`config.mk`:
```
export PLATFORM = sky130hd
export DESIGN_NAME = touch_button_click_detector_core
export DESIGN_NICKNAME = d
export VERILOG_FILES = /design/src/sv/tbcd_pkg.sv /design/src/sv/tbcd_div.sv /design/src/sv/touch_button_click_detector_core.sv
export SDC_FILE = /design/constraint.sdc
export NUM_CORES = 2
export LEC_CHECK = 0
export BUFFER_PORTS_ARGS = -buffer_cell sky130_fd_sc_hd__buf_2
export CORE_MARGIN = 4
export CORE_UTILIZATION = 55
export DETAILED_ROUTE_END_ITERATION = 12
export PLACE_DENSITY = 0.71
export SETUP_SLACK_MARGIN = 0.1
export SLEW_MARGIN = 20
export SYNTH_ARGS = -nofsm -noshare
export SYNTH_HDL_FRONTEND = slang
export SYNTH_HIERARCHICAL = 1
export SYNTH_SLANG_ARGS = --single-unit
```
`constraint.sdc`:
```
create_clock -name clock -period 13.1 [get_ports clock]
set_input_delay 0.655 -clock clock [delete_from_list [all_inputs] [get_ports clock]]
set_output_delay 0.655 -clock clock [all_outputs]
set_load 0.03 [all_outputs]
```
`src/sv/tbcd_pkg.sv`:
```
`default_nettype none
package tbcd_pkg;

   localparam int RAW_W   = 16;
   localparam int SIZE_W  = 13;
   localparam int COORD_W = 12;
   localparam int EDGE_W  = 12;
   localparam int ID_W    = 8;
   localparam int PROD_W  = RAW_W + SIZE_W;
   localparam int QUO_W   = SIZE_W;
   localparam int CSR_W   = 4;

   localparam logic [COORD_W-1:0] COORD_MAX = {COORD_W{1'b1}};

   localparam logic [2:0] ACT_RAW_X   = 3'd0;
   localparam logic [2:0] ACT_RAW_Y   = 3'd1;
   localparam logic [2:0] ACT_PRESS   = 3'd2;
   localparam logic [2:0] ACT_RELEASE = 3'd3;
   localparam logic [2:0] ACT_WRITE   = 3'd4;

   localparam logic [CSR_W-1:0] CSR_RAW_X_MIN     = 4'd0;
   localparam logic [CSR_W-1:0] CSR_RAW_X_MAX     = 4'd1;
   localparam logic [CSR_W-1:0] CSR_RAW_Y_MIN     = 4'd2;
   localparam logic [CSR_W-1:0] CSR_RAW_Y_MAX     = 4'd3;
   localparam logic [CSR_W-1:0] CSR_SCREEN_WIDTH  = 4'd4;
   localparam logic [CSR_W-1:0] CSR_SCREEN_HEIGHT = 4'd5;
   localparam logic [CSR_W-1:0] CSR_ORIENTATION   = 4'd6;
   localparam logic [CSR_W-1:0] CSR_BUTTON_COUNT  = 4'd7;

   typedef struct packed {
      logic [2:0]        action;
      logic [RAW_W-1:0]  raw_value;
      logic [3:0]        entry_index;
      logic [EDGE_W-1:0] entry_left;
      logic [EDGE_W-1:0] entry_top;
      logic [EDGE_W-1:0] entry_width;
      logic [EDGE_W-1:0] entry_height;
      logic [ID_W-1:0]   entry_id;
   } tbcd_req_type;

   typedef struct packed {
      logic [COORD_W-1:0] screen_x;
      logic [COORD_W-1:0] screen_y;
      logic               highlight_valid;
      logic [3:0]         highlight_index;
      logic               repaint;
      logic               click_valid;
      logic [ID_W-1:0]    click_id;
   } tbcd_rsp_type;

   typedef struct packed {
      logic [EDGE_W-1:0] left;
      logic [EDGE_W-1:0] top;
      logic [EDGE_W-1:0] width;
      logic [EDGE_W-1:0] height;
      logic [ID_W-1:0]   id;
   } tbcd_button_type;

   typedef enum logic [3:0] {
      ST_IDLE,
      ST_DECODE,
      ST_MUL,
      ST_DIV_START,
      ST_DIV_WAIT,
      ST_ORIENT,
      ST_SCAN,
      ST_REL_READ,
      ST_REL_DATA,
      ST_DONE
   } tbcd_state_type;

endpackage
`default_nettype wire

```
`src/sv/tbcd_div.sv`:
```
`default_nettype none
module tbcd_div
   import tbcd_pkg::*;
(
   input  wire logic              clock,
   input  wire logic              reset,
   input  wire logic              start,
   input  wire logic [PROD_W-1:0] dividend,
   input  wire logic [RAW_W-1:0]  divisor,
   output logic                   done,
   output logic [QUO_W-1:0]       quotient
);

   localparam int CNT_W = $clog2(QUO_W + 1);

   logic [RAW_W-1:0] rem_ff, rem_in;
   logic [QUO_W-1:0] low_ff, low_in;
   logic [QUO_W-1:0] quo_ff, quo_in;
   logic [RAW_W-1:0] dvs_ff, dvs_in;
   logic [CNT_W-1:0] cnt_ff, cnt_in;
   logic             busy_ff, busy_in;
   logic             done_ff, done_in;
   logic [RAW_W:0]   trial;

   // upper dividend bits are below the divisor, so QUO_W steps suffice
   always_comb begin
      rem_in  = rem_ff;
      low_in  = low_ff;
      quo_in  = quo_ff;
      dvs_in  = dvs_ff;
      cnt_in  = cnt_ff;
      busy_in = busy_ff;
      done_in = 1'b0;
      trial   = {rem_ff, low_ff[QUO_W-1]};
      if (start) begin
         rem_in  = dividend[PROD_W-1:QUO_W];
         low_in  = dividend[QUO_W-1:0];
         quo_in  = '0;
         dvs_in  = divisor;
         cnt_in  = CNT_W'(QUO_W);
         busy_in = 1'b1;
      end else if (busy_ff) begin
         if (trial >= {1'b0, dvs_ff}) begin
            rem_in = RAW_W'(trial - {1'b0, dvs_ff});
            quo_in = {quo_ff[QUO_W-2:0], 1'b1};
         end else begin
            rem_in = trial[RAW_W-1:0];
            quo_in = {quo_ff[QUO_W-2:0], 1'b0};
         end
         low_in = {low_ff[QUO_W-2:0], 1'b0};
         cnt_in = cnt_ff - 1'b1;
         if (cnt_ff == CNT_W'(1)) begin
            busy_in = 1'b0;
            done_in = 1'b1;
         end
      end
   end

   always_ff @(posedge clock) begin
      if (reset) begin
         busy_ff <= 1'b0;
         done_ff <= 1'b0;
         cnt_ff  <= '0;
      end else begin
         busy_ff <= busy_in;
         done_ff <= done_in;
         cnt_ff  <= cnt_in;
      end
      rem_ff <= rem_in;
      low_ff <= low_in;
      quo_ff <= quo_in;
      dvs_ff <= dvs_in;
   end

   assign done     = done_ff;
   assign quotient = quo_ff;

endmodule
`default_nettype wire

```
`src/sv/touch_button_click_detector_core.sv`:
```
`default_nettype none
// Touch button click detector. One request beat carries a raw X or Y value, a press,
// a release or a button-table write; each produces exactly one response beat with the
// mapped screen coordinates, the highlight and any click. Coordinate events and presses
// remap both axes through one shared 16x13 multiplier and a radix-2 divider; the divider
// is skipped for an axis with an empty range. When the finger is down or on a press,
// the block then scans the button table, kept in a memory with separate write and
// read ports, at one entry per cycle. The scan covers up to min(button_count,
// MAX_BUTTONS) entries. The next request beat can be taken in the cycle the response
// is presented, or later while the previous response is still held. The table is
// undefined until written. Configuration writes go through csr_we/csr_index/csr_wdata;
// the user must issue them only while idle, as the block itself does not enforce
// this.
module touch_button_click_detector_core
   import tbcd_pkg::*;
#(
   parameter int MAX_BUTTONS = 16
) (
   input  wire logic              clock,
   input  wire logic              reset,
   input  wire logic              req_valid,
   output logic                   req_ready,
   input  wire tbcd_req_type      req_data,
   output logic                   rsp_valid,
   input  wire logic              rsp_ready,
   output tbcd_rsp_type           rsp_data,
   input  wire logic              csr_we,
   input  wire logic [CSR_W-1:0]  csr_index,
   input  wire logic [RAW_W-1:0]  csr_wdata
);

   localparam int IDX_W = (MAX_BUTTONS > 1) ? $clog2(MAX_BUTTONS) : 1;
   localparam int CNT_W = $clog2(MAX_BUTTONS + 1);

   // configuration
   logic [RAW_W-1:0]  x_min_ff, x_max_ff, y_min_ff, y_max_ff;
   logic [SIZE_W-1:0] width_ff, height_ff;
   logic [2:0]        orient_ff;
   logic [4:0]        count_ff;

   always_ff @(posedge clock) begin
      if (reset) begin
         x_min_ff  <= '0;
         x_max_ff  <= RAW_W'(4095);
         y_min_ff  <= '0;
         y_max_ff  <= RAW_W'(4095);
         width_ff  <= SIZE_W'(800);
         height_ff <= SIZE_W'(480);
         orient_ff <= '0;
         count_ff  <= '0;
      end else if (csr_we) begin
         case (csr_index)
            CSR_RAW_X_MIN:     x_min_ff  <= csr_wdata;
            CSR_RAW_X_MAX:     x_max_ff  <= csr_wdata;
            CSR_RAW_Y_MIN:     y_min_ff  <= csr_wdata;
            CSR_RAW_Y_MAX:     y_max_ff  <= csr_wdata;
            CSR_SCREEN_WIDTH:  width_ff  <= csr_wdata[SIZE_W-1:0];
            CSR_SCREEN_HEIGHT: height_ff <= csr_wdata[SIZE_W-1:0];
            CSR_ORIENTATION:   orient_ff <= csr_wdata[2:0];
            CSR_BUTTON_COUNT:  count_ff  <= csr_wdata[4:0];
            default: ;
         endcase
      end
   end

   // state
   tbcd_state_type     state_ff, state_in;
   tbcd_req_type       req_ff;
   logic [RAW_W-1:0]   raw_x_ff, raw_y_ff;
   logic [COORD_W-1:0] map_x_ff, map_y_ff;
   logic               finger_ff;
   logic               hl_valid_ff;
   logic [IDX_W-1:0]   hl_idx_ff;
   logic               axis_ff;
   logic               empty_ff;
   logic [PROD_W-1:0]  prod_ff;
   logic [RAW_W-1:0]   range_ff;
   logic [QUO_W-1:0]   scl_x_ff, scl_y_ff;
   logic [CNT_W-1:0]   ptr_ff;
   logic               pend_ff;
   logic [IDX_W-1:0]   pend_idx_ff;
   logic               repaint_ff, click_ff;
   logic [ID_W-1:0]    click_id_ff;
   logic               rsp_valid_ff;
   tbcd_rsp_type       rsp_ff;

   // button table
   tbcd_button_type    table_mem [MAX_BUTTONS];
   tbcd_button_type    rd_data_ff;
   logic [IDX_W-1:0]   rd_addr;
   logic               wr_en;
   logic [IDX_W-1:0]   wr_addr;

   assign wr_en   = (state_ff == ST_DECODE) && (req_ff.action == ACT_WRITE) &&
                    (8'(req_ff.entry_index) < 8'(MAX_BUTTONS));
   assign wr_addr = IDX_W'(req_ff.entry_index);
   assign rd_addr = (state_ff == ST_REL_READ) ? hl_idx_ff : ptr_ff[IDX_W-1:0];

   always_ff @(posedge clock) begin
      if (wr_en) begin
         table_mem[wr_addr] <= '{left:   req_ff.entry_left,
                                 top:    req_ff.entry_top,
                                 width:  req_ff.entry_width,
                                 height: req_ff.entry_height,
                                 id:     req_ff.entry_id};
      end
      rd_data_ff <= table_mem[rd_addr];
   end

   // axis scaling operands
   logic [RAW_W-1:0]  ax_v, ax_lo, ax_hi, ax_vc;
   logic [SIZE_W-1:0] om_x, om_y, ax_om;
   logic              div_start, div_done;
   logic [QUO_W-1:0]  div_q;

   assign om_x  = (width_ff == '0) ? '0 : width_ff - 1'b1;
   assign om_y  = (height_ff == '0) ? '0 : height_ff - 1'b1;
   assign ax_v  = axis_ff ? raw_y_ff : raw_x_ff;
   assign ax_lo = axis_ff ? y_min_ff : x_min_ff;
   assign ax_hi = axis_ff ? y_max_ff : x_max_ff;
   assign ax_om = axis_ff ? om_y : om_x;
   assign ax_vc = (ax_v < ax_lo) ? ax_lo : ((ax_v > ax_hi) ? ax_hi : ax_v);

   assign div_start = (state_ff == ST_DIV_START) && !empty_ff;

   tbcd_div u_div (
      .clock    (clock),
      .reset    (reset),
      .start    (div_start),
      .dividend (prod_ff),
      .divisor  (range_ff),
      .done     (div_done),
      .quotient (div_q)
   );

   // swap, mirror, saturate
   logic [QUO_W-1:0]   sw_x, sw_y, mr_x, mr_y;
   logic [COORD_W-1:0] fin_x, fin_y;

   always_comb begin
      sw_x = orient_ff[0] ? scl_y_ff : scl_x_ff;
      sw_y = orient_ff[0] ? scl_x_ff : scl_y_ff;
      mr_x = sw_x;
      mr_y = sw_y;
      if (orient_ff[1]) mr_x = (sw_x > om_x) ? '0 : om_x - sw_x;
      if (orient_ff[2]) mr_y = (sw_y > om_y) ? '0 : om_y - sw_y;
      fin_x = (mr_x > QUO_W'(COORD_MAX)) ? COORD_MAX : mr_x[COORD_W-1:0];
      fin_y = (mr_y > QUO_W'(COORD_MAX)) ? COORD_MAX : mr_y[COORD_W-1:0];
   end

   // table scan: compare the entry read last cycle while issuing the next read
   logic [7:0] scan_n;
   logic       more, hit, scan_done, changed;

   assign scan_n = (8'(count_ff) > 8'(MAX_BUTTONS)) ? 8'(MAX_BUTTONS) : 8'(count_ff);
   assign more   = 8'(ptr_ff) < scan_n;
   assign hit    = pend_ff &&
                   ({1'b0, map_x_ff} >= {1'b0, rd_data_ff.left}) &&
                   ({1'b0, map_x_ff} <= {1'b0, rd_data_ff.left} + {1'b0, rd_data_ff.width}) &&
                   ({1'b0, map_y_ff} >= {1'b0, rd_data_ff.top}) &&
                   ({1'b0, map_y_ff} <= {1'b0, rd_data_ff.top} + {1'b0, rd_data_ff.height});
   assign scan_done = hit || !more;
   assign changed   = (hit != hl_valid_ff) || (hit && (pend_idx_ff != hl_idx_ff));

   logic out_free;
   assign out_free = !rsp_valid_ff || rsp_ready;

   always_comb begin
      state_in = state_ff;
      case (state_ff)
         ST_IDLE:      if (req_valid) state_in = ST_DECODE;
         ST_DECODE: begin
            case (req_ff.action)
               ACT_RAW_X, ACT_RAW_Y, ACT_PRESS: state_in = ST_MUL;
               ACT_RELEASE:                     state_in = ST_REL_READ;
               default:                         state_in = ST_DONE;
            endcase
         end
         ST_MUL:       state_in = ST_DIV_START;
         ST_DIV_START: begin
            if (empty_ff) state_in = axis_ff ? ST_ORIENT : ST_MUL;
            else          state_in = ST_DIV_WAIT;
         end
         ST_DIV_WAIT:  if (div_done) state_in = axis_ff ? ST_ORIENT : ST_MUL;
         ST_ORIENT:    state_in = (finger_ff || (req_ff.action == ACT_PRESS)) ? ST_SCAN : ST_DONE;
         ST_SCAN:      if (scan_done) state_in = ST_DONE;
         ST_REL_READ:  state_in = ST_REL_DATA;
         ST_REL_DATA:  state_in = ST_DONE;
         ST_DONE:      if (out_free) state_in = ST_IDLE;
         default:      state_in = ST_IDLE;
      endcase
   end

   assign req_ready = (state_ff == ST_IDLE);

   always_ff @(posedge clock) begin
      if (reset) begin
         state_ff     <= ST_IDLE;
         raw_x_ff     <= '0;
         raw_y_ff     <= '0;
         map_x_ff     <= '0;
         map_y_ff     <= '0;
         finger_ff    <= 1'b0;
         hl_valid_ff  <= 1'b0;
         hl_idx_ff    <= '0;
         rsp_valid_ff <= 1'b0;
         axis_ff      <= 1'b0;
         pend_ff      <= 1'b0;
         ptr_ff       <= '0;
      end else begin
         state_ff <= state_in;
         if ((state_ff == ST_DONE) && out_free) rsp_valid_ff <= 1'b1;
         else if (rsp_ready)                    rsp_valid_ff <= 1'b0;
         case (state_ff)
            ST_IDLE: begin
               if (req_valid) req_ff <= req_data;
            end
            ST_DECODE: begin
               repaint_ff  <= 1'b0;
               click_ff    <= 1'b0;
               click_id_ff <= '0;
               axis_ff     <= 1'b0;
               if (req_ff.action == ACT_RAW_X) raw_x_ff <= req_ff.raw_value;
               if (req_ff.action == ACT_RAW_Y) raw_y_ff <= req_ff.raw_value;
               if (req_ff.action == ACT_PRESS) finger_ff <= 1'b1;
            end
            ST_MUL: begin
               prod_ff  <= PROD_W'(ax_vc - ax_lo) * PROD_W'(ax_om);
               range_ff <= ax_hi - ax_lo;
               empty_ff <= (ax_hi <= ax_lo);
            end
            ST_DIV_START: begin
               if (empty_ff) begin
                  if (axis_ff) scl_y_ff <= '0;
                  else         scl_x_ff <= '0;
                  axis_ff <= 1'b1;
               end
            end
            ST_DIV_WAIT: begin
               if (div_done) begin
                  if (axis_ff) scl_y_ff <= div_q;
                  else         scl_x_ff <= div_q;
                  axis_ff <= 1'b1;
               end
            end
            ST_ORIENT: begin
               map_x_ff <= fin_x;
               map_y_ff <= fin_y;
               ptr_ff   <= '0;
               pend_ff  <= 1'b0;
            end
            ST_SCAN: begin
               if (scan_done) begin
                  pend_ff <= 1'b0;
                  if (req_ff.action == ACT_PRESS) begin
                     hl_valid_ff <= hit;
                     hl_idx_ff   <= hit ? pend_idx_ff : '0;
                     repaint_ff  <= 1'b1;
                  end else if (changed) begin
                     hl_valid_ff <= hit;
                     hl_idx_ff   <= hit ? pend_idx_ff : '0;
                     repaint_ff  <= 1'b1;
                  end
               end else begin
                  // issue the next read
                  pend_ff     <= 1'b1;
                  pend_idx_ff <= ptr_ff[IDX_W-1:0];
                  ptr_ff      <= ptr_ff + 1'b1;
               end
            end
            ST_REL_DATA: begin
               finger_ff   <= 1'b0;
               hl_valid_ff <= 1'b0;
               hl_idx_ff   <= '0;
               repaint_ff  <= 1'b1;
               if (hl_valid_ff) begin
                  click_ff    <= 1'b1;
                  click_id_ff <= rd_data_ff.id;
                  raw_x_ff    <= '0;
                  raw_y_ff    <= '0;
                  map_x_ff    <= '0;
                  map_y_ff    <= '0;
               end
            end
            ST_DONE: begin
               if (out_free) begin
                  rsp_ff <= '{screen_x:        map_x_ff,
                              screen_y:        map_y_ff,
                              highlight_valid: hl_valid_ff,
                              highlight_index: hl_valid_ff ? 4'(hl_idx_ff) : 4'd0,
                              repaint:         repaint_ff,
                              click_valid:     click_ff,
                              click_id:        click_id_ff};
               end
            end
            default: ;
         endcase
      end
   end

   assign rsp_valid = rsp_valid_ff;
   assign rsp_data  = rsp_ff;

endmodule
`default_nettype wire
```
# ---- Word level (Yosys, flattened, before mapping)
# Memory sizes are Yosys's and may differ from the RTL's. A register that Yosys moved wholly into a read port is not among the register bits.
# Cells that the tools add are included.
dict set report totals {
  memories 1
  elab_cells 263
  ramBits 896
  regBits 440
}
# name depth width read_ports rd_clocked_by_memory_dff wr line_no
set mem_list {}
lappend mem_list {table_mem 16 56 1 1 1 touch_button_click_detector_core.sv:88} ;# tbcd_button_type table_mem [MAX_BUTTONS];
dict set report op_classes {
  bitwise 3
  n_eq_ne 38
  mux 87
  n_addsub 11
  n_mul 1
  n_lt_le_gt_ge 14
  reduce_logical 56
}
# operator n
set op_table {}
lappend op_table {{13-bit 2-to-1 mux} 19}
lappend op_table {{16-bit 2-to-1 mux} 11}
lappend op_table {{16-bit one-hot mux with 2 select lines} 2}
lappend op_table {{13-bit one-hot mux with 2 select lines} 2}
lappend op_table {{4-bit 2-to-1 mux} 12}
lappend op_table {{12-bit one-hot mux with 2 select lines} 2}
lappend op_table {{4-bit one-hot mux with 10 select lines} 1}
lappend op_table {{12-bit 2-to-1 mux} 3}
lappend op_table {{4-bit by 3-bit equality test with 1-bit output, second input constant} 8}
lappend op_table {{16-bit subtractor} 2}
lappend op_table {{17-bit by 14-bit multiplier with 29-bit output} 1}
lappend op_table {{12-bit by 12-bit adder with 13-bit output} 2}
lappend op_table {{13-bit by 12-bit greater-than comparator with 1-bit output, second input constant} 2}
lappend op_table {{13-bit greater-than comparator} 2}
lappend op_table {{12-bit by 13-bit less-or-equal comparator with 1-bit output} 2}
lappend op_table {{13-bit zero test} 2}
lappend op_table {{13-bit by 1-bit subtractor with 13-bit output, second input constant} 2}
lappend op_table {{13-bit subtractor} 2}
lappend op_table {{12-bit >= comparator} 2}
lappend op_table {{2-bit AND reduction} 12}
lappend op_table {{3-bit AND reduction} 8}
lappend op_table {{1-bit 2-to-1 mux} 20}
lappend op_table {{2-bit inequality test, second input constant} 10}
lappend op_table {{17-bit by 16-bit >= comparator with 1-bit output} 1}
lappend op_table {{38 further kinds} 80}

# ---- Longest topological paths before layout
dict set report logic_depth {
  word_depth 11
  depth_mapped 47
  mapped_depth_nobuf 43
}

# ---- By module
# The synthesis kept the hierarchy.
# mod seq_area_each_um2 area_each_um2 cells_each n_inst
set by_module_without_submodules {}
lappend by_module_without_submodules {touch_button_click_detector_core 37596.1 63862.5 4567 1}
lappend by_module_without_submodules {tbcd_div 1731.7 3413.3 307 1}

# ---- Worst setup path after synthesis
# Ideal clock, no wire load.
dict set report synth_path {
  kind {flip-flop to flip-flop}
  start {register axis_ff}
  end {register prod_ff[28] (data pin)}
  setup_ns 0.266
  arrival_ns 10.348
  stages_incl_launch_ff 45
  t_required_ns 12.834
  path_buffers 6
  setup_slack_ns 2.487
  synth_period_minus_slack_ns 10.613
  path_cell_list {dfxtp_1 > buf_6 > clkbuf_1 > clkbuf_1 > mux2_2 > ha_1 > nor2b_1 > o21a_1 > o21a_1 > o211ai_1 > a21o_1 > a21oi_1 > o21ai_1 > buf_2 > mux2i_1 > mux2i_1 > ha_1 > a21o_1 > [9 not listed] > inv_1 > fa_1 > inv_1 > fa_1 > fa_1 > fa_1 > inv_1 > fa_1 > inv_1 > ha_1 > a21oi_1 > nand2_1 > a211oi_1 > o211ai_1 > nor3_1 > o31ai_1 > o41ai_1 > xnor2_1}
}
dict set report synth_between {
  elab_chain_cells 6
}
# element line_no
set synth_rtl {}
lappend synth_rtl {{start: declaration} touch_button_click_detector_core.sv:74} ;# logic axis_ff;
lappend synth_rtl {{start signal: assignment} touch_button_click_detector_core.sv:207} ;# axis_ff <= 1'b0;
lappend synth_rtl {{start signal: assignment} touch_button_click_detector_core.sv:222} ;# axis_ff <= 1'b0;
lappend synth_rtl {{start signal: assignment} touch_button_click_detector_core.sv:236} ;# axis_ff <= 1'b1;
lappend synth_rtl {{16-bit 2-to-1 mux (on tied branches)} {touch_button_click_detector_core.sv:118, touch_button_click_detector_core.sv:120}}
lappend synth_rtl {{16-bit greater-than comparator} touch_button_click_detector_core.sv:122} ;# assign ax_vc = (ax_v < ax_lo) ? ax_lo : ((ax_v > ax_hi) ? ax_hi : ax_v);
lappend synth_rtl {{16-bit 2-to-1 mux (2 in a row)} touch_button_click_detector_core.sv:122}
lappend synth_rtl {{16-bit by 16-bit subtractor with 17-bit output} touch_button_click_detector_core.sv:228} ;# prod_ff <= PROD_W'(ax_vc - ax_lo) * PROD_W'(ax_om);
lappend synth_rtl {{17-bit by 14-bit multiplier with 29-bit output (*)} touch_button_click_detector_core.sv:228}
lappend synth_rtl {{end signal: assignment} touch_button_click_detector_core.sv:228}
lappend synth_rtl {{end: declaration} touch_button_click_detector_core.sv:76} ;# logic [PROD_W-1:0] prod_ff;
# Every way passes the cells marked *; elsewhere a longest branch is shown, timed or not.
# A chain may end at the register's enable or synchronous reset.

# ---- Final worst setup path
# Ends and elaborated chain as after synthesis.

==> impl_metrics.json <==
{
  "cts-root-buf": "clkbuf_16",
  "routed_wl_mm": 171,
  "status": "completed",
  "synth_cell_types": 84,
  "final_hold_viol_count": 0,
  "hp-class": "input port to register",
  "ys_warn_count": 6,
  "synth_nets": 5445,
  "avgSynthCellArea_sq_um": 13.8,
  "clock_skew_ps": 38.2,
  "row_count": 128,
  "fin_tns_setup_ps": 0,
  "final_max_slew_viol_count": 0,
  "port_buffers": 144,
  "critPathRequiredTime_ps": 13620,
  "finalCritPeriodShare": 0.877,
  "drc": 0,
  "synthToLayoutAreaGrowth_pct": 11.6,
  "fp.dieArea_sq_um": 128000,
  "worst_setup_path_end_kind": "register",
  "ant_nets": 0,
  "cp_common_cell": "fa_1",
  "slowest_stage": "dfxtp_2",
  "post-cts-setup-buffer-count": 0,
  "crit_path_max_incr_delay_ps": 650,
  "clk_path_buf_depth": 3,
  "final_common_cell": "edfxtp_1",
  "io_pins": 145,
  "ys_async_sr_fraction": 0,
  "cts.sinks": 1392,
  "synth_area_sq_um": 67300,
  "synthCells": 4874,
  "synth_seq_cells": 1392,
  "path_clk_slew_ps": 60,
  "seq_area_frac_synth": 0.585,
  "core_sq_um": 122000,
  "clk_latency_ps": 800,
  "crit_family": "adder cells",
  "startpoint_type": "register",
  "grt_pass1_vias": 41700,
  "antenna_found_initial": 10,
  "maxSlewHeadroom": 0.244,
  "drt_first_pass_iters": 6,
  "cp_num_buf_inv": 7,
  "fmax_ghz": 0.0870,
  "synth-edff-count": 1145,
  "via_count": 41300,
  "first_iter_violations": 4168,
  "rsz0062_at_grt": "false",
  "die_w_microns": 358,
  "grt_use_total": 0.270,
  "hold_buffers": 39,
  "dieHeight_microns": 358,
  "setup_viol": 0,
  "drive_gt1_frac": 0.150,
  "cts_resized": 0,
  "finalCriticalPeriod_ps": 11490,
  "grt_pass1_wl_mm": 258,
  "htreeDepth": 4,
  "grt_overflow": 0,
  "gp_congestion": 0.923,
  "cp_max_fo": 28,
  "yosys_most_used_dff": "edfxtp_1",
  "start_util": 0.553,
  "cts_tree": "yes",
  "hpwlAfterDp_mm": 110,
  "vias_per_cell": 6.06,
  "arrival_ps": 12010,
  "grt_max_degree": 116,
  "cts-buffers-inserted": 144,
  "wl_per_cell_microns": 25.0,
  "mostFrequentLayoutCells": "1,145 x edfxtp_1, 455 x nand2_1, 355 x inv_1",
  "tightestPinTransition_ps": 1130,
  "maxCapViolCount": 0,
  "nNetsFinal": 5634,
  "critical_path_class": "register to register"
}
-- layer usage --
metal / GRT usage / wire length [microns] / vias to the layer above
li1: - / - / 18400
met2: 0.438 / 81900 / 1720
met1: 0.371 / 68700 / 20900
met5: 0 / 12 / -
met3: 0.0483 / 13500 / 308
met4: 0.0984 / 6480 / 2
-- stage by stage --
stage                     std cells  instance area [sq um]  setup slack [ps]  utilization  hold slack [ps]
after detailed placement       6501                  70000              1680        0.575              405
final                          6814                  75100              1610        0.617             48.4
after global routing           6809                  75100               845        0.617             14.9
after global placement         6500                  69900              2010        0.574              401
after CTS                      6807                  75000              1680        0.616          0.00849
after floorplan                4874                  67300              2490            -              400
-- path summary, 6_finish.rpt --
path	startpoint	depth (start not counted)	endpoint	slack (ps)
setup / recovery	axis_ff	40	prod_ff[28]	1610
hold / removal	req_data[77]	1	req_ff[77]	50
setup reg to reg	axis_ff	40	prod_ff[28]	1610
hold reg to reg	click_id_ff[7]	0	rsp_data[7]	420
-- synth_stat cells, drive strengths merged (14+ instances only) --
| cell | instances | area (sq um) |
|---|---|---|
| a211oi | 93 | 703 |
| a21o | 40 | 300 |
| a21oi | 258 | 1310 |
| a31oi | 72 | 450 |
| and2 | 74 | 463 |
| and3 | 31 | 199 |
| buf | 62 | 353 |
| clkbuf | 159 | 597 |
| dfxtp | 247 | 4940 |
| edfxtp | 1145 | 34400 |
| fa | 210 | 4200 |
| ha | 257 | 3220 |
| inv | 356 | 1340 |
| mux2 | 52 | 589 |
| mux2i | 144 | 1440 |
| mux4 | 224 | 5040 |
| nand2 | 456 | 1710 |
| nand2b | 37 | 231 |
| nand3 | 105 | 526 |
| nand3b | 17 | 128 |
| nand4 | 15 | 100 |
| nor2 | 273 | 1020 |
| nor2b | 29 | 181 |
| nor3 | 51 | 255 |
| nor3b | 14 | 105 |
| nor4 | 22 | 144 |
| o21a | 22 | 165 |
| o21ai | 66 | 330 |
| o21bai | 14 | 105 |
| o22ai | 25 | 156 |
| xnor2 | 91 | 797 |
| xor2 | 53 | 464 |
-- layout make-up --
| type | instances | area (sq um) |
|---|---|---|
| fillers | 9140 | 46600 |
| well taps | 1625 | 2030 |
| clock inverters | 92 | 891 |
| multi-input cells | 2905 | 25900 |
| clock buffers | 175 | 3780 |
| repair buffers | 264 | 1800 |
| diodes | 5 | 12.5 |
| inverters | 356 | 1340 |
| flip-flops and latches | 1392 | 39300 |
-- flip-flops by register name, summed over array words and instances, names as in the netlist, 16 cells and up --
signal	cells
u_div/rem_ff	16
raw_y_ff	16
x_max_ff	16
x_min_ff	16
raw_x_ff	16
rsp_data	39
u_div/dvs_ff	16
table_mem	896
prod_ff	29
req_ff	75
y_max_ff	16
y_min_ff	16
rd_data_ff	56
range_ff	16
-- cells by family (layout without fill, tap and decap cells) --
| logic type | count (synthesis) | in the layout | share of synthesized area |
|---|---|---|---|
| other | 0 | 5 | 0 |
| AOI/OAI and AO/OA | 707 | 707 | 0.0674 |
| DFF | 1392 | 1392 | 0.585 |
| muxes | 420 | 420 | 0.105 |
| adders and majority gates | 467 | 467 | 0.110 |
| buffers and inverters | 577 | 887 | 0.0340 |
| xor gates and xnor gates | 144 | 144 | 0.0187 |
| and+or+nand+nor | 1167 | 1167 | 0.0799 |
Power is left out: the tool's default activity adds up to more than one toggle a clock period on the data nets, which glitch-free logic cannot reach.
